===== src/rtl/sfm_pkg.sv =====
// shared types, character codes and helpers for the substring first-match finder
package sfm_pkg;

  localparam int PatternMaxDefault   = 32;
  localparam int PositionBitsDefault = 16;

  typedef enum logic {
    CMD_LOAD = 1'b0,
    CMD_TEXT = 1'b1
  } cmd_t;

  typedef enum logic [1:0] {
    REG_CASE_FOLD      = 2'd0,
    REG_WHOLE_WORD     = 2'd1,
    REG_PATTERN_LENGTH = 2'd2
  } reg_idx_t;

  localparam logic [7:0] CHAR_UPPER_A = 8'h41;
  localparam logic [7:0] CHAR_UPPER_Z = 8'h5a;
  localparam logic [7:0] CHAR_LOWER_A = 8'h61;
  localparam logic [7:0] CHAR_LOWER_Z = 8'h7a;
  localparam logic [7:0] CASE_OFFSET  = 8'd32;
  localparam logic [7:0] CHAR_SPACE   = 8'h20;
  localparam logic [7:0] CHAR_TAB     = 8'h09;
  localparam logic [7:0] CHAR_NEWLINE = 8'h0a;

  localparam int CfgLenBits = 6;

  typedef struct packed {
    logic upd;
    logic clear;
    logic case_fold;
  } cell_ctl_t;

  function automatic int len_bits(input int pmax);
    int b;
    b = $clog2(pmax + 1);
    return (b > CfgLenBits) ? b : CfgLenBits;
  endfunction

  function automatic logic is_space(input logic [7:0] b);
    return (b == CHAR_SPACE) || (b == CHAR_TAB) || (b == CHAR_NEWLINE);
  endfunction

endpackage


===== src/rtl/sfm_cell.sv =====
// one pattern position: pattern byte, partial-match bit and boundary bit
module sfm_cell
  import sfm_pkg::*;
(
  input  logic      clk,
  input  logic      rst,
  input  cell_ctl_t ctl,
  input  logic      wr_en,
  input  logic [7:0] wr_byte,
  input  logic [7:0] text_byte,
  input  logic      active,
  input  logic      tail,
  input  logic      d_in,
  input  logic      b_in,
  output logic      d,
  output logic      b,
  output logic      hit,
  output logic      bhit
);

  logic [7:0] pat;
  logic       eq;
  logic       d_next;
  logic       b_next;

  always_comb begin
    if (text_byte == pat) begin
      eq = 1'b1;
    end else if (ctl.case_fold) begin
      if (pat >= CHAR_UPPER_A && pat <= CHAR_UPPER_Z) begin
        eq = (text_byte == pat + CASE_OFFSET);
      end else if (pat >= CHAR_LOWER_A && pat <= CHAR_LOWER_Z) begin
        eq = (text_byte == pat - CASE_OFFSET);
      end else begin
        eq = 1'b0;
      end
    end else begin
      eq = 1'b0;
    end
  end

  assign d_next = d_in & eq & active;
  assign b_next = b_in & d_next;
  assign hit    = d_next & tail;
  assign bhit   = b_next & tail;

  always_ff @(posedge clk) begin
    if (wr_en) begin
      pat <= wr_byte;
    end
  end

  always_ff @(posedge clk) begin
    if (rst || ctl.clear) begin
      d <= 1'b0;
      b <= 1'b0;
    end else if (ctl.upd) begin
      d <= d_next;
      b <= b_next;
    end
  end

endmodule


===== src/rtl/sfm_ctrl.sv =====
// search control: decision state, byte counter, match start and result forming
module sfm_ctrl
  import sfm_pkg::*;
#(
  parameter int PATTERN_MAX   = PatternMaxDefault,
  parameter int POSITION_BITS = PositionBitsDefault,
  localparam int LenBits      = len_bits(PATTERN_MAX)
) (
  input  logic                     clk,
  input  logic                     rst,
  input  logic                     text_acc,
  input  logic                     last,
  input  logic                     ws,
  input  logic                     case_fold,
  input  logic                     whole_word,
  input  logic [LenBits-1:0]       len_eff,
  input  logic                     full_hit,
  input  logic                     full_bhit,
  output cell_ctl_t                ctl,
  output logic                     pwb,
  output logic                     res_valid,
  output logic                     res_found,
  output logic [POSITION_BITS-1:0] res_position,
  output logic                     res_overflow
);

  localparam int CntBits   = POSITION_BITS + 1;
  localparam int StartBits = POSITION_BITS + 2;

  logic [CntBits-1:0]       cnt;
  logic [CntBits-1:0]       cnt_next;
  logic                     aw, aw_next;
  logic                     dec, dec_next;
  logic                     df, df_next;
  logic [POSITION_BITS-1:0] ms, ms_next;
  logic                     aw1, dec1, df1;
  logic                     aw2, dec2, df2;
  logic                     len_nz;
  logic                     upd;
  logic [StartBits-1:0]     start;

  assign len_nz = (len_eff != '0);
  assign start  = StartBits'(cnt) + StartBits'(1) - StartBits'(len_eff);

  always_comb begin
    aw1  = aw;
    dec1 = dec;
    df1  = df;
    ms_next = ms;
    if (!dec && !aw && !len_nz && !case_fold && cnt == '0) begin
      ms_next = '0;
      if (whole_word) begin
        aw1 = 1'b1;
      end else begin
        dec1 = 1'b1;
        df1  = 1'b1;
      end
    end
    aw2  = aw1;
    dec2 = dec1;
    df2  = df1;
    if (aw1) begin
      aw2  = 1'b0;
      dec2 = 1'b1;
      df2  = ws;
    end
    upd      = !dec2 && len_nz;
    aw_next  = aw2;
    dec_next = dec2;
    df_next  = df2;
    if (upd && full_hit && start[StartBits-1:POSITION_BITS] == '0) begin
      ms_next = start[POSITION_BITS-1:0];
      if (!whole_word) begin
        dec_next = 1'b1;
        df_next  = 1'b1;
      end else if (full_bhit) begin
        aw_next = 1'b1;
      end else begin
        dec_next = 1'b1;
        df_next  = 1'b0;
      end
    end
    cnt_next = (cnt == '1) ? cnt : cnt + CntBits'(1);
  end

  assign ctl.upd       = text_acc && upd;
  assign ctl.clear     = text_acc && last;
  assign ctl.case_fold = case_fold;

  assign res_valid    = text_acc && last;
  assign res_found    = (dec_next && df_next) || aw_next;
  assign res_position = res_found ? ms_next : '0;
  assign res_overflow = cnt_next[POSITION_BITS] && (cnt_next[POSITION_BITS-1:0] != '0);

  always_ff @(posedge clk) begin
    if (rst || (text_acc && last)) begin
      pwb <= 1'b1;
      cnt <= '0;
      aw  <= 1'b0;
      dec <= 1'b0;
      df  <= 1'b0;
      ms  <= '0;
    end else if (text_acc) begin
      pwb <= ws;
      cnt <= cnt_next;
      aw  <= aw_next;
      dec <= dec_next;
      df  <= df_next;
      ms  <= ms_next;
    end
  end

endmodule


===== src/rtl/sfm_obuf.sv =====
// two-entry result buffer: output register plus skid register
module sfm_obuf
  import sfm_pkg::*;
#(
  parameter int WIDTH = PositionBitsDefault + 2
) (
  input  logic             clk,
  input  logic             rst,
  input  logic             push,
  input  logic [WIDTH-1:0] push_data,
  output logic             in_ready,
  output logic             out_valid,
  input  logic             out_ready,
  output logic [WIDTH-1:0] out_data
);

  logic             skid_v;
  logic [WIDTH-1:0] skid;
  logic             pop;

  assign in_ready = !skid_v;
  assign pop      = out_valid && out_ready;

  always_ff @(posedge clk) begin
    if (rst) begin
      out_valid <= 1'b0;
      skid_v    <= 1'b0;
    end else if (pop && skid_v) begin
      out_data <= skid;
      skid_v   <= 1'b0;
    end else if (push) begin
      if (out_valid && !pop) begin
        skid   <= push_data;
        skid_v <= 1'b1;
      end else begin
        out_data  <= push_data;
        out_valid <= 1'b1;
      end
    end else if (pop) begin
      out_valid <= 1'b0;
    end
  end

endmodule


===== src/rtl/substring_first_match_finder_unit.sv =====
// top level of the substring first-match finder
// Load beats (tuser = 0) write one pattern byte into the cell chosen by the index; text beats
// (tuser = 1) advance every cell of the shift-and chain in parallel, one byte per clock, so the
// block takes one beat every cycle while not stalled. Exactly one result beat leaves per text
// run, registered from the beat marked tlast. A two-entry output buffer lets input continue
// while a result waits; input stalls only when both entries are full. No clearing pass is needed
// after reset. Configuration writes are taken every cycle and should only be made while idle.
module substring_first_match_finder_unit
  import sfm_pkg::*;
#(
  parameter int PATTERN_MAX   = PatternMaxDefault,
  parameter int POSITION_BITS = PositionBitsDefault,
  localparam int OutBits      = ((POSITION_BITS + 7) / 8) * 8
) (
  input  logic               clk,
  input  logic               rst,
  input  logic               s_tvalid,
  output logic               s_tready,
  input  logic [15:0]        s_tdata,   // pattern_index[4:0], data_byte[12:5], zero fill
  input  logic               s_tlast,
  input  logic               s_tuser,   // command
  output logic               m_tvalid,
  input  logic               m_tready,
  output logic [OutBits-1:0] m_tdata,   // position, zero fill
  output logic [1:0]         m_tuser,   // found[0], overflow[1]
  input  logic               cfg_valid,
  output logic               cfg_ready,
  input  logic [1:0]         cfg_index,
  input  logic [5:0]         cfg_data
);

  localparam int LenBits = len_bits(PATTERN_MAX);
  localparam int ResBits = POSITION_BITS + 2;

  logic                     case_fold;
  logic                     whole_word;
  logic [CfgLenBits-1:0]    pattern_length;
  logic [LenBits-1:0]       len_eff;
  logic                     s_acc;
  logic                     text_acc;
  logic                     load_acc;
  logic [4:0]               pattern_index;
  logic [7:0]               data_byte;
  cell_ctl_t                ctl;
  logic                     pwb;
  logic [PATTERN_MAX-1:0]   d;
  logic [PATTERN_MAX-1:0]   b;
  logic [PATTERN_MAX-1:0]   hit;
  logic [PATTERN_MAX-1:0]   bhit;
  logic                     res_valid;
  logic                     res_found;
  logic [POSITION_BITS-1:0] res_position;
  logic                     res_overflow;
  logic [ResBits-1:0]       out_data;

  assign cfg_ready = 1'b1;

  always_ff @(posedge clk) begin
    if (rst) begin
      case_fold      <= 1'b0;
      whole_word     <= 1'b0;
      pattern_length <= '0;
    end else if (cfg_valid) begin
      if (cfg_index == REG_CASE_FOLD) begin
        case_fold <= cfg_data[0];
      end else if (cfg_index == REG_WHOLE_WORD) begin
        whole_word <= cfg_data[0];
      end else if (cfg_index == REG_PATTERN_LENGTH) begin
        pattern_length <= cfg_data;
      end
    end
  end

  assign len_eff = (LenBits'(pattern_length) > LenBits'(PATTERN_MAX)) ?
                   LenBits'(PATTERN_MAX) : LenBits'(pattern_length);

  assign pattern_index = s_tdata[4:0];
  assign data_byte     = s_tdata[12:5];
  assign s_acc         = s_tvalid && s_tready;
  assign text_acc      = s_acc && (s_tuser == CMD_TEXT);
  assign load_acc      = s_acc && (s_tuser == CMD_LOAD);

  for (genvar k = 0; k < PATTERN_MAX; k++) begin : g_cell
    logic d_in;
    logic b_in;
    if (k == 0) begin : g_head
      assign d_in = 1'b1;
      assign b_in = pwb;
    end else begin : g_body
      assign d_in = d[k-1];
      assign b_in = b[k-1];
    end
    sfm_cell u_cell (
      .clk       (clk),
      .rst       (rst),
      .ctl       (ctl),
      .wr_en     (load_acc && (int'(pattern_index) == k)),
      .wr_byte   (data_byte),
      .text_byte (data_byte),
      .active    (LenBits'(k) < len_eff),
      .tail      (LenBits'(k + 1) == len_eff),
      .d_in      (d_in),
      .b_in      (b_in),
      .d         (d[k]),
      .b         (b[k]),
      .hit       (hit[k]),
      .bhit      (bhit[k])
    );
  end

  sfm_ctrl #(
    .PATTERN_MAX   (PATTERN_MAX),
    .POSITION_BITS (POSITION_BITS)
  ) u_ctrl (
    .clk          (clk),
    .rst          (rst),
    .text_acc     (text_acc),
    .last         (s_tlast),
    .ws           (is_space(data_byte)),
    .case_fold    (case_fold),
    .whole_word   (whole_word),
    .len_eff      (len_eff),
    .full_hit     (|hit),
    .full_bhit    (|bhit),
    .ctl          (ctl),
    .pwb          (pwb),
    .res_valid    (res_valid),
    .res_found    (res_found),
    .res_position (res_position),
    .res_overflow (res_overflow)
  );

  sfm_obuf #(
    .WIDTH (ResBits)
  ) u_obuf (
    .clk       (clk),
    .rst       (rst),
    .push      (res_valid),
    .push_data ({res_overflow, res_found, res_position}),
    .in_ready  (s_tready),
    .out_valid (m_tvalid),
    .out_ready (m_tready),
    .out_data  (out_data)
  );

  assign m_tdata = OutBits'(out_data[POSITION_BITS-1:0]);
  assign m_tuser = out_data[ResBits-1:POSITION_BITS];

endmodule


===== config.mk =====
export PLATFORM = sky130hd
export DESIGN_NAME = substring_first_match_finder_unit
export DESIGN_NICKNAME = d
export VERILOG_FILES = /design/src/rtl/sfm_pkg.sv /design/src/rtl/sfm_cell.sv /design/src/rtl/sfm_ctrl.sv /design/src/rtl/sfm_obuf.sv /design/src/rtl/substring_first_match_finder_unit.sv
export SDC_FILE = /design/constraint.sdc
export NUM_CORES = 1
export LEC_CHECK = 0
export BUFFER_PORTS_ARGS = -buffer_cell sky130_fd_sc_hd__buf_2
export CORE_UTILIZATION = 45
export CTS_CLUSTER_SIZE = 12
export DETAILED_ROUTE_END_ITERATION = 8
export PLACE_DENSITY = 0.71
export SLEW_MARGIN = 25
export SYNTH_ARGS = -nofsm -noshare
export SYNTH_HDL_FRONTEND = slang
export SYNTH_SLANG_ARGS = --single-unit

===== constraint.sdc =====
create_clock -name clk -period 5.8 [get_ports clk]
set_clock_uncertainty 0.1 [all_clocks]
set_input_delay 0.29 -clock clk [delete_from_list [all_inputs] [get_ports clk]]
set_output_delay 0.29 -clock clk [all_outputs]
set_load 0.005 [all_outputs]

# Word-level counts from Yosys, hierarchy flattened
# Cells that the tools add are included.
# classes
add_sub_neg,67
order_cmp,161
eq_ne,167
n_mux,156
bitwise_logic,164
n_reduce_logical,142
# op_table
cell,n
8-bit equality test,96
8-bit by 7-bit greater-or-equal comparator with 1-bit output (second input constant),64
8-bit by 7-bit less-or-equal comparator with 1-bit output (second input constant),64
8-bit by 6-bit adder with 8-bit output (second input constant),32
8-bit by 6-bit subtractor with 8-bit output (second input constant),32
1-bit AND,159
1-bit 2-to-1 mux,148
1-bit logical AND,113
5-bit by 6-bit equality test with 1-bit output (first input constant),16
5-bit by 6-bit less-than comparator with 1-bit output (first input constant),16
5-bit equality test (second input constant),16
32-bit OR reduction,2
18-bit 2-to-1 mux,3
4-bit by 6-bit equality test with 1-bit output (first input constant),8
4-bit by 6-bit less-than comparator with 1-bit output (first input constant),8
16-bit 2-to-1 mux,3
5-bit by 4-bit equality test with 1-bit output (second input constant),8
3-bit by 6-bit equality test with 1-bit output (first input constant),4
3-bit by 6-bit less-than comparator with 1-bit output (first input constant),4
5-bit by 3-bit equality test with 1-bit output (second input constant),4
17-bit by 1-bit adder with 18-bit output (second input constant),1
18-bit by 6-bit subtractor with 18-bit output,1
17-bit by 1-bit adder with 17-bit output (second input constant),1
17-bit equality test (second input constant),1
29 further kinds,53
# totals
reg_bits,401
input_bits,31
output_inout_bits,21
wordCells,964

# Depth between registers and ports, before layout
# Gate-level depths: netlist of the first run.
# depth
word_depth,20
ltp_mapped,21

# By module
# From an unflattened synthesis of the first run, not the netlist that was laid out.
# hier_totals
cells_unflattened,2333
area_unflattened_um2,24492.2
# modules_own_cells
module,n_inst,cells_per_inst,area_per_inst_um2
sfm_cell,32,51,574.3
sfm_ctrl,1,403,3295.7
sfm_obuf,1,68,1446.4
substring_first_match_finder_unit,1,230,1372.6

# Worst setup path after synthesis of the first run
# Ideal clock, no wire load.
# synth_timing
path_type,reg2reg
startpoint,register pattern_length[2]
endpoint,register u_ctrl.ms[10]
t_arrival_ps,4243
required_ps,5578
setup_slack_ps,1336
stages_incl_launch_ff,18
path_buffers,4
cell_sequence,dfxtp_1 > clkbuf_1 > clkbuf_1 > nand2_1 > ha_1 > ha_1 > a21o_1 > a21oi_1 > o21ai_0 > a311oi_1 > o41ai_1 > or4b_2 > nand3_1 > or3_1 > clkbuf_1 > nor4_4 > buf_4 > a221o_1
# synth_via
elab_chain_cells,14
# synth_rtl
item,line_no,text
from (decl),substring_first_match_finder_unit.sv:37,logic [CfgLenBits-1:0] pattern_length;
from (signal assigned),substring_first_match_finder_unit.sv:69,pattern_length <= cfg_data;
6-bit > comparator,substring_first_match_finder_unit.sv:74,assign len_eff = (LenBits'(pattern_length) > LenBits'(PATTERN_MAX)) ?
6-bit 2-to-1 mux (*),substring_first_match_finder_unit.sv:74,
"parallel branches: the longest is 11 deep, another holds 1-bit by 6-bit less-than comparator with 1-bit output",n/a,
16-bit 2-to-1 mux (*),sfm_ctrl.sv:71,if (upd && full_hit && start[StartBits-1:POSITION_BITS] == '0) begin
to (signal assigned),sfm_ctrl.sv:109,ms <= ms_next;
to (decl),sfm_ctrl.sv:35,"logic [POSITION_BITS-1:0] ms, ms_next;"
# Every way passes the cells marked *.
# A chain may end at the register's enable or synchronous reset.

# Worst setup path in the final report of the first run
# layout_timing
startpoint,register pattern_length[5]
endpoint,register u_ctrl.ms[7]
# The elaborated chain is that of the path after synthesis.

==> results.sh, run 1 <==
export IMPL_grt_ovfl_total=0
export IMPL_portBuffers=47
export IMPL_fin_setup_tns_ns=0
export IMPL_dieArea_um2=58700
export IMPL_yosysTopAreaCell="edfxtp_1"
export IMPL_path_buf_inv=4
export IMPL_vdd_drop_max_mv=0.197
export IMPL_drive_gt1_share_pct=8.04
export IMPL_post_route_drc_count=0
export IMPL_cts_made_buffers=45
export IMPL_drv_cap=0
export IMPL_hold_class="primary input to flip-flop"
export IMPL_routed_via_density=6.09
export IMPL_start_util_pct=45.8
export IMPL_synth_area_leaders="edfxtp_1, dfxtp_1, xnor2_1"
export IMPL_gp_congestion=0.973
export IMPL_fill_cells=4978
export IMPL_worstHoldStart="cfg_index[0]"
export IMPL_status="completed"
export IMPL_synth_edf_count=292
export IMPL_synthTopCellsByCount="edfxtp_1, nand2_1, xnor2_1"
export IMPL_cp_max_fo=22
export IMPL_async_flop_share_pct=0
export IMPL_ioPinCount=52
export IMPL_path_clk_slew_ns=0.06
export IMPL_area_growth_pct=10.5
export IMPL_synth_avg_cell_area_um2=9.85
export IMPL_tightest_slew_ns=1.13
export IMPL_die_y_um=242
export IMPL_ys_seq_area_share_pct=42.1
export IMPL_critPathLaunch="pattern_length[5]$_SDFFE_PP0P_"
export IMPL_max_stage_delay_ns=0.65
export IMPL_ys_ff_latch=401
export IMPL_path_delay_family="simple AND/OR/NAND/NOR gates"
export IMPL_wl_per_cell_um=21.0
export IMPL_grt_antenna_before_repair=4
export IMPL_antenna_left=0
export IMPL_clock_latency_ns=0.60
export IMPL_finalCoreUtilization_pct=50.6
export IMPL_dr_total_vias=21227
export IMPL_fin_crit_sh_pct=86.8
export IMPL_p_per_area_nw_per_um2=230
export IMPL_clk_path_buf_depth=3
export IMPL_dpl_hpwl_mm=51.0
export IMPL_setup_viol=0
export IMPL_slew_limit_headroom_pct=23.7
export IMPL_synthFlopType="edfxtp_1"
export IMPL_slowest_stage="or4b_2"
export IMPL_rr_startpoint="pattern_length[5]$_SDFFE_PP0P_"
export IMPL_endpoint_kind="flip-flop"
export IMPL_h_tree_depth=2
export IMPL_criticalPathCategory="flip-flop to flip-flop"
export IMPL_syn_inst=2637
export IMPL_cts_tree="yes"
export IMPL_clock_sinks=401
export IMPL_synth_cell_type_count=99
export IMPL_finalHoldViolCount=0
export IMPL_worst_setup_path_start_kind="flip-flop"
export IMPL_cpMostUsedCell="buf_4"
export IMPL_core_area_um2=56700
export IMPL_core_rowCount=87
export IMPL_firstDrtPassIters=9
export IMPL_required_ns=6.17
export IMPL_drv_slew=0
export IMPL_nNetsFinal=2848
export IMPL_cp_arrival_ns=5.40
export IMPL_synth_area_um2=26000
export IMPL_grt_max_degree=77
export IMPL_min_period_ns=5.04
export IMPL_power_leakage_nw=10.1
export IMPL_max_freq_ghz=0.199
export IMPL_ys_warn_count=0
export IMPL_drt_initial_drc_count=2042
export IMPL_synth_fp_nets=2798
export IMPL_gr_usage_all_layers_pct=24.1
export IMPL_totalWireLength_mm=73.0
export IMPL_cts_root_buffer="clkbuf_16"
export IMPL_rsz0062_at_grt="no"
export IMPL_cp_cell_sequence="buf_4 -> nor2b_1 -> inv_1 -> ha_1 -> ha_1 -> a21oi_1 -> o21ai_0 -> a311oi_1 -> o41ai_1 -> or4b_2 -> nand3_1 -> or3_1 -> buf_4 -> nor4_4 -> buf_4 -> a221o_1"
export IMPL_synth_top_area_share_pct=33.7
export IMPL_synth_most_common_cell="edfxtp_1"
export IMPL_die_x_um=242
export IMPL_grt_pass1_vias=20404
export IMPL_grt_pass1_wl_mm=113
path summary, 6_finish.rpt:
kind	endpoint	slack, ns	depth (start not counted)
setup reg to reg	u_ctrl.ms[7]$_SDFFE_PP0P_	0.76	16
setup / recovery	u_ctrl.ms[7]$_SDFFE_PP0P_	0.76	16
hold / removal	case_fold$_SDFFE_PP0P_	0.04	4
hold reg to reg	g_cell[23].u_cell.b$_SDFFE_PP0P_	0.35	2
cell type report:
class                   instances  area (um2)  share of cell area, %
well taps                     756         946                   3.30
inverters                     128         480                   1.67
multi-input cells            1996       14000                   48.7
repair buffers                115         851                   2.96
diodes                          3        7.51                 0.0262
clock buffers                  65        1300                   4.54
flip-flops and latches        401       11000                   38.2
clock inverters                19         191                  0.667
per-stage QoR:
| step | worst slack (ns) | instances | hold slack (ns) | total power, mW | instance area [um2] |
|---|---|---|---|---|---|
| 3_5_place_dp | 0.909 | 3382 | 0.345 | 3.77 | 27100 |
| 6_report | 0.764 | 3483 | 0.0370 | 6.61 | 28700 |
| 2_1_floorplan | 1.34 | 2637 | 0.289 | 3.57 | 26000 |
| 4_1_cts | 0.919 | 3480 | 0.0113 | 6.65 | 28700 |
| 3_3_place_gp | 0.980 | 3382 | 0.337 | 3.75 | 27100 |
| 5_1_grt | 0.502 | 3481 | 0.0622 | 6.80 | 28700 |
cells in the final DEF (no fill, tap or decap), drive strengths merged, types with 38 or more instances in the layout:
cell	synthesis	routed
clkbuf	61	65
xnor2	205	205
buf	51	101
inv	128	129
edfxtp	292	292
and3	38	38
o211ai	48	48
a21oi	180	180
nand3	102	102
nor2	195	195
nor4	68	68
nor3	60	60
nand2	222	222
ha	129	129
o21ai	39	39
dfxtp	109	109
nand4	47	47
xor2	178	178
report_power, final:
part,internal [mW],switching (mW)
logic,0.200,0.420
registers,3.09,0.0211
clock network,1.70,1.18
flip-flops by register name, summed over array words and instances (netlist names):
register and count:
g_cell.u_cell.pat 256, u_ctrl.aw 1, u_ctrl.dec 1, g_cell.u_cell.d 31, pattern_length 6, whole_word 1, u_obuf.skid 18, u_ctrl.cnt 17
u_obuf.out_valid 1, u_obuf.skid_v 1, u_ctrl.pwb 1, u_ctrl.ms 16, u_obuf.out_data 18, case_fold 1, u_ctrl.df 1, g_cell.u_cell.b 31
layer usage:
| layer | track usage, % | vias to the layer above | part of all wire [%] |
|---|---|---|---|
| met4 | 9.68 | 4 | 3.7 |
| met3 | 3.90 | 172 | 7.5 |
| met5 | 0 | - | 0.041 |
| met1 | 31.0 | 10320 | 42 |
| met2 | 40.3 | 919 | 47 |
| li1 | - | 9812 | - |
cell families (layout without fill, tap and decap cells):
group                      Yosys count  in the layout  synth area share (%)
and+or+nand+nor                    933            933                  18.8
AOI/OAI and AO/OA                  521            521                  14.0
DFF                                401            401                  42.1
xor gates and xnor gates           390            390                  13.7
buffers and inverters              240            327                  4.20
adders and majority gates          130            130                  6.29
muxes                               21             21                 0.833
other                                1              4                0.0144
worst register-to-register path: stages (launching register included):
cell	delay, ns
dfxtp_1	0.31
buf_4	0.22
nor2b_1	0.48
inv_1	0.25
ha_1	0.34
ha_1	0.34
a21oi_1	0.13
o21ai_0	0.24
a311oi_1	0.19
o41ai_1	0.48
or4b_2	0.65
nand3_1	0.14
or3_1	0.12
buf_4	0.26
nor4_4	0.08
buf_4	0.25
a221o_1	0.38
timing repair:
item | 4_1_cts | 5_1_grt
setup buffers | 0 | 0
gates resized for setup | 0 | 0
hold endpoints to repair | 9 | 0
hold buffers | 14 | 0
Power figures use the tool's default switching activity.
==> run 2, diff against run 1 <==
- CORE_UTILIZATION: 45 -> 55
- PLACE_DENSITY: 0.71 -> 0.82
- SYNTH_HIERARCHICAL: not set -> 1
==> run 2 against run 1 <==
- synthesized cell count shrank 12%
- largest cell class unchanged
- final area shrank 5.6%
- sequential share of layout area grew 2.2 points
- fmax shrank 0.56%
- count of clock-buffer cells in the layout shrank 2
- critical endpoint is now u_obuf/out_data[1]$_DFFE_PP_
- cell count shrank 13%
- via count shrank 9.1%
- global-route usage grew 4.3 points
- worst setup slack lost 0.028 ns
- die area shrank 23%
- power shrank 2.1%
- sequential power is essentially flat
==> results.sh, run 2 <==
export IMPL_cts_root_buffer="clkbuf_16"
export IMPL_path_delay_family="simple AND/OR/NAND/NOR gates"
export IMPL_seq_area_um2=11000
export IMPL_min_period_ns=5.06
export IMPL_multi_input_area_um2=12800
export IMPL_hold_class="primary input to flip-flop"
export IMPL_antennaDiodeCount=0
export IMPL_path_buf_inv=0
export IMPL_worst_setup_path_start_kind="flip-flop"
export IMPL_layoutNonFillerInstCount=3042
export IMPL_layout_common_cells="edfxtp_1, xor2_1, nor2_1"
export IMPL_die_y_um=213
export IMPL_portBuffers=47
export IMPL_clk_path_buf_depth=3
export IMPL_clock_latency_ns=0.58
export IMPL_area_growth_pct=11.1
export IMPL_ctsResizeCount=0
export IMPL_nNetsFinal=2555
export IMPL_holdPathStages=2
export IMPL_setup_viol=0
export IMPL_grt_max_degree=97
export IMPL_status="completed"
export IMPL_r2r_cells=15
export IMPL_drv_cap=0
export IMPL_clock_sinks=401
export IMPL_grt_pass1_vias=19212
export IMPL_endpoint_kind="flip-flop"
export IMPL_start_util_pct=56.1
export IMPL_cp_cell_sequence="nor3_1 -> and3_1 -> nor2_1 -> nand4_1 -> nor3b_1 -> nor4_1 -> nand4_1 -> or2_2 -> nand3_1 -> nor2_1 -> mux2i_4 -> nor2_4 -> and2_1 -> a22o_1 -> mux2_2"
export IMPL_largest_register_ffs=256
export IMPL_rr_startpoint="pattern_length[1]$_SDFFE_PP0P_"
export IMPL_drive_gt1_share_pct=9.36
export IMPL_cp_max_fo=24
export IMPL_core_rowCount=76
export IMPL_cts_tree="yes"
export IMPL_ys_warn_count=6
export IMPL_dr_total_vias=19294
export IMPL_cp_arrival_ns=5.29
export IMPL_die_x_um=213
export IMPL_wl_per_cell_um=20.8
export IMPL_worstHoldStart="rst"
export IMPL_grt_pass1_wl_mm=101
export IMPL_slowest_stage="nor4_1"
export IMPL_routed_via_density=6.34
export IMPL_ioPinCount=52
export IMPL_tightest_slew_ns=0.989
export IMPL_drt_initial_drc_count=1846
export IMPL_finalHoldViolCount=0
export IMPL_largest_register="g_cell.u_cell/pat"
export IMPL_dp_cells=2947
export IMPL_antenna_left=0
export IMPL_drv_slew=0
export IMPL_fill_cells=3288
export IMPL_rrSetupSlack_ns=0.74
export IMPL_max_stage_delay_ns=0.63
export IMPL_hold_end="pattern_length[0]$_SDFFE_PP0P_"
export IMPL_synth_avg_cell_area_um2=10.5
export IMPL_p_per_area_nw_per_um2=239
export IMPL_gr_usage_all_layers_pct=28.4
export IMPL_totalWireLength_mm=63.4
export IMPL_max_freq_ghz=0.197
export IMPL_post_route_drc_count=0
export IMPL_finalCoreUtilization_pct=62.4
export IMPL_cts_made_buffers=45
export IMPL_dieArea_um2=45200
export IMPL_fin_setup_tns_ns=0
export IMPL_r2r_end="u_obuf/out_data[1]$_DFFE_PP_"
export IMPL_vdd_drop_max_mv=0.264
export IMPL_dpl_hpwl_mm=42.9
export IMPL_fin_crit_sh_pct=87.3
export IMPL_mostFrequentLayoutCell="edfxtp_1"
export IMPL_grt_antenna_before_repair=0
export IMPL_synth_area_um2=24400
export IMPL_firstDrtPassIters=6
export IMPL_required_ns=6.03
export IMPL_slew_limit_headroom_pct=34.1
export IMPL_power_leakage_nw=9.68
export IMPL_largestRegisters="g_cell.u_cell/pat (256), g_cell.u_cell/b (31), g_cell.u_cell/d (31)"
export IMPL_h_tree_depth=2
export IMPL_syn_inst=2322
export IMPL_grt_ovfl_total=0
export IMPL_path_clk_slew_ns=0.06
export IMPL_core_area_um2=43500
export IMPL_rsz0062_at_grt="no"
export IMPL_criticalPathCategory="flip-flop to flip-flop"
export IMPL_gp_congestion=0.953
-- run 2: final cells by class --
cell class	count	share of cell area [%]
clock buffers	63	4.67
clock inverters	20	0.674
inverters	131	1.81
multi-input cells	1756	47.1
flip-flops and latches	401	40.4
well taps	585	2.70
repair buffers	86	2.61
-- run 2: how the worst max path moves through the flow --
| stage | cells after the start | from | end | slack, ns |
|---|---|---|---|---|
| after floorplan | 8 | pattern_length[3]$_SDFFE_PP0P_ | g_cell[0].u_cell/d$_SDFFE_PP0P_ | 2.00 |
| after global placement | 17 | s_tdata[12] | u_obuf/out_data[6]$_DFFE_PP_ | 0.93 |
| after detailed placement | 17 | s_tdata[12] | u_obuf/out_data[6]$_DFFE_PP_ | 0.78 |
| after CTS | 17 | pattern_length[5]$_SDFFE_PP0P_ | u_obuf/out_data[6]$_DFFE_PP_ | 0.89 |
| after global routing | 16 | pattern_length[1]$_SDFFE_PP0P_ | u_obuf/out_data[12]$_DFFE_PP_ | 0.56 |
| final | 15 | pattern_length[1]$_SDFFE_PP0P_ | u_obuf/out_data[1]$_DFFE_PP_ | 0.74 |
-- run 2: repair_timing --
item                                   4_1_cts  5_1_grt
hold buffers                                11        0
buffers inserted                             0        0
endpoints found under the hold margin       12        0
-- run 2: worst register-to-register path, cell delays in order (launching register included) --
cell and delay [ns]:
dfxtp_1 0.54, nor3_1 0.62, and3_1 0.34, nor2_1 0.06
nand4_1 0.19, nor3b_1 0.12, nor4_1 0.63, nand4_1 0.34
or2_2 0.41, nand3_1 0.11, nor2_1 0.08, mux2i_4 0.32
nor2_4 0.22, and2_1 0.23, a22o_1 0.27, mux2_2 0.26
-- run 2: stage by stage --
stage	total power, mW	setup WS, ns	instance area, um2	hold slack (ns)
2_1_floorplan	3.47	2.00	24400	0.262
3_3_place_gp	3.68	0.928	25500	0.339
3_5_place_dp	3.70	0.781	25500	0.352
4_1_cts	6.48	0.886	27100	0.0553
5_1_grt	6.65	0.556	27100	0.0675
6_report	6.47	0.736	27100	0.0719
-- run 2: power breakdown --
part           switching [mW]  internal, mW
clock network            1.16          1.66
logic                   0.374         0.180
registers              0.0203          3.08
total                    1.55          4.92
-- run 2: metal layers --
metal	GRT usage, %	vias to the layer above	part of all wire (%)
met4	11.9	0	4.0
met5	0	-	0
met1	35.5	9356	39
li1	-	8833	-
met2	48.3	908	48
met3	5.11	197	8.3
==> run 3, diff against run 2 <==
- CTS_BUF_LIST: not set -> sky130_fd_sc_hd__clkbuf_8
- GPL_ROUTABILITY_DRIVEN: not set -> 0
- PLACE_DENSITY: 0.82 -> 0.72
==> run 3 against run 2 <==
- critical path depth up 1
- cell count up 2.0%
- count of clock-buffer cells in the layout up 20
- hold slack better by 0.0060 ns
- first-iteration DRC count down 22%
- critical path type unchanged
- sequential power about the same
- largest power group unchanged
- clock power down 4%
==> results.sh, run 3 (synthesized netlist as in run 2, its figures left out) <==
export IMPL_fin_setup_tns_ns=0
export IMPL_cp_max_fo=24
export IMPL_worst_setup_path_start_kind="flip-flop"
export IMPL_dpl_hpwl_mm=43.2
export IMPL_grt_pass1_wl_mm=98.3
export IMPL_p_per_area_nw_per_um2=233
export IMPL_gr_usage_all_layers_pct=28.0
export IMPL_grt_antenna_before_repair=0
export IMPL_area_growth_pct=11.7
export IMPL_finalPower_mw=6.36
export IMPL_largest_register="g_cell.u_cell/pat"
export IMPL_dp_cells=2960
export IMPL_slew_limit_headroom_pct=36.8
export IMPL_wl_per_cell_um=20.2
export IMPL_grt_max_degree=85
export IMPL_hold_class="primary input to flip-flop"
export IMPL_cts_root_buffer="clkbuf_8"
export IMPL_required_ns=6.08
export IMPL_tightest_slew_ns=0.947
export IMPL_criticalPathCategory="flip-flop to flip-flop"
export IMPL_ioPinCount=52
export IMPL_cts_made_buffers=70
export IMPL_core_area_um2=43500
export IMPL_die_x_um=213
export IMPL_cp_arrival_ns=5.29
export IMPL_status="completed"
export IMPL_totalWireLength_mm=62.7
export IMPL_power_leakage_nw=9.88
export IMPL_die_y_um=213
export IMPL_largest_register_ffs=256
export IMPL_dieArea_um2=45200
export IMPL_start_util_pct=56.1
export IMPL_grt_pass1_vias=18695
export IMPL_antenna_left=0
export IMPL_post_route_drc_count=0
export IMPL_h_tree_depth=3
export IMPL_layoutNonFillerInstCount=3104
export IMPL_largestRegisters="g_cell.u_cell/pat (256), g_cell.u_cell/b (31), g_cell.u_cell/d (31)"
export IMPL_antennaDiodeCount=0
export IMPL_rsz0062_at_grt="no"
export IMPL_drv_slew=0
export IMPL_dr_total_vias=18947
export IMPL_min_period_ns=5.01
export IMPL_postCtsHoldBufs=16
export IMPL_clk_path_buf_depth=3
export IMPL_clock_latency_ns=0.65
export IMPL_layout_common_cells="edfxtp_1, xor2_1, nor2_1"
export IMPL_post_cts_buffers=0
export IMPL_vdd_drop_max_mv=0.207
export IMPL_max_freq_ghz=0.199
export IMPL_ctsResizeCount=0
export IMPL_fin_crit_sh_pct=86.5
export IMPL_clock_sinks=401
export IMPL_firstDrtPassIters=6
export IMPL_routed_via_density=6.10
export IMPL_finalHoldViolCount=0
export IMPL_drv_cap=0
export IMPL_nNetsFinal=2597
export IMPL_path_clk_slew_ns=0.06
export IMPL_endpoint_kind="flip-flop"
export IMPL_fill_cells=3422
export IMPL_drive_gt1_share_pct=11.4
export IMPL_portBuffers=47
export IMPL_setup_viol=0
export IMPL_drt_initial_drc_count=1437
export IMPL_core_rowCount=76
export IMPL_cts_tree="yes"
export IMPL_grt_ovfl_total=0
export IMPL_mostFrequentLayoutCell="edfxtp_1"
[run 3: cell count changes in the layout (fill, tap and decap cells not counted), moves of 5 or more]
cell,previous run,this run
inv_1,131,148
clkbuf_1,13,0
clkinv_1,9,4
buf_4,26,37
clkbuf_16,47,0
dlygate4sd3_1,11,16
clkinv_2,3,15
clkbuf_8,3,83
[run 3: routing by layer]
layer | wire (um) | global-route usage (%)
met1 | 26800 | 36.2
met2 | 29500 | 46.4
met3 | 4250 | 5.16
met4 | 2080 | 11.1
met5 | 0 | 0
[run 3: layout make-up]
| class | count | area, um2 | share of cell area, % |
|---|---|---|---|
| Timing Repair Buffer | 103 | 853 | 3.13 |
| Multi-Input combinational cell | 1756 | 12800 | 46.9 |
| Sequential cell | 401 | 11000 | 40.2 |
| Clock inverter | 45 | 313 | 1.15 |
| Clock buffer | 83 | 1140 | 4.19 |
| Inverter | 131 | 492 | 1.80 |
| Tap cell | 585 | 732 | 2.69 |
[run 3: final timing paths]
path	startpoint	end	slack, ns	cells after the start
max	pattern_length[5]$_SDFFE_PP0P_	u_obuf/out_data[8]$_DFFE_PP_	0.79	16
min	s_tdata[6]	g_cell[24].u_cell/pat[1]$_DFFE_PP_	0.08	1
max reg2reg	pattern_length[5]$_SDFFE_PP0P_	u_obuf/out_data[8]$_DFFE_PP_	0.79	16
min reg2reg	u_ctrl/ms[3]$_SDFFE_PP0P_	u_ctrl/ms[3]$_SDFFE_PP0P_	0.36	1
[run 3: power breakdown]
group	switching, mW	leakage (nW)	internal (mW)
clock network	1.21	0.814	1.49
registers	0.0194	3.52	3.08
logic	0.372	5.54	0.187
[run 3: worst max-delay path, stage by stage (launching register included)]
cell      delay (ns)
dfxtp_1         0.65
nand2b_1        0.34
inv_1           0.25
nand2_1         0.38
nor4_1          0.15
nor3b_1         0.20
nor4_1          0.56
nand4_1         0.29
or2_2           0.37
nand3_1         0.09
nor2_1          0.07
mux2i_4         0.32
nor2_4          0.22
a21oi_2         0.17
buf_4           0.22
a21oi_1         0.10
mux2_4          0.28
[run 3: stage by stage]
step                utilization, %  setup slack [ns]  hold WS (ns)  area [um2]
detailed placement            59.0             0.963         0.347       25600
global placement              59.0              1.03         0.341       25600
CTS                           62.7             0.978        0.0102       27300
floorplan                        -              2.00         0.262       24400
global route                  62.7             0.697        0.0510       27300
finish                        62.7             0.786        0.0779       27300
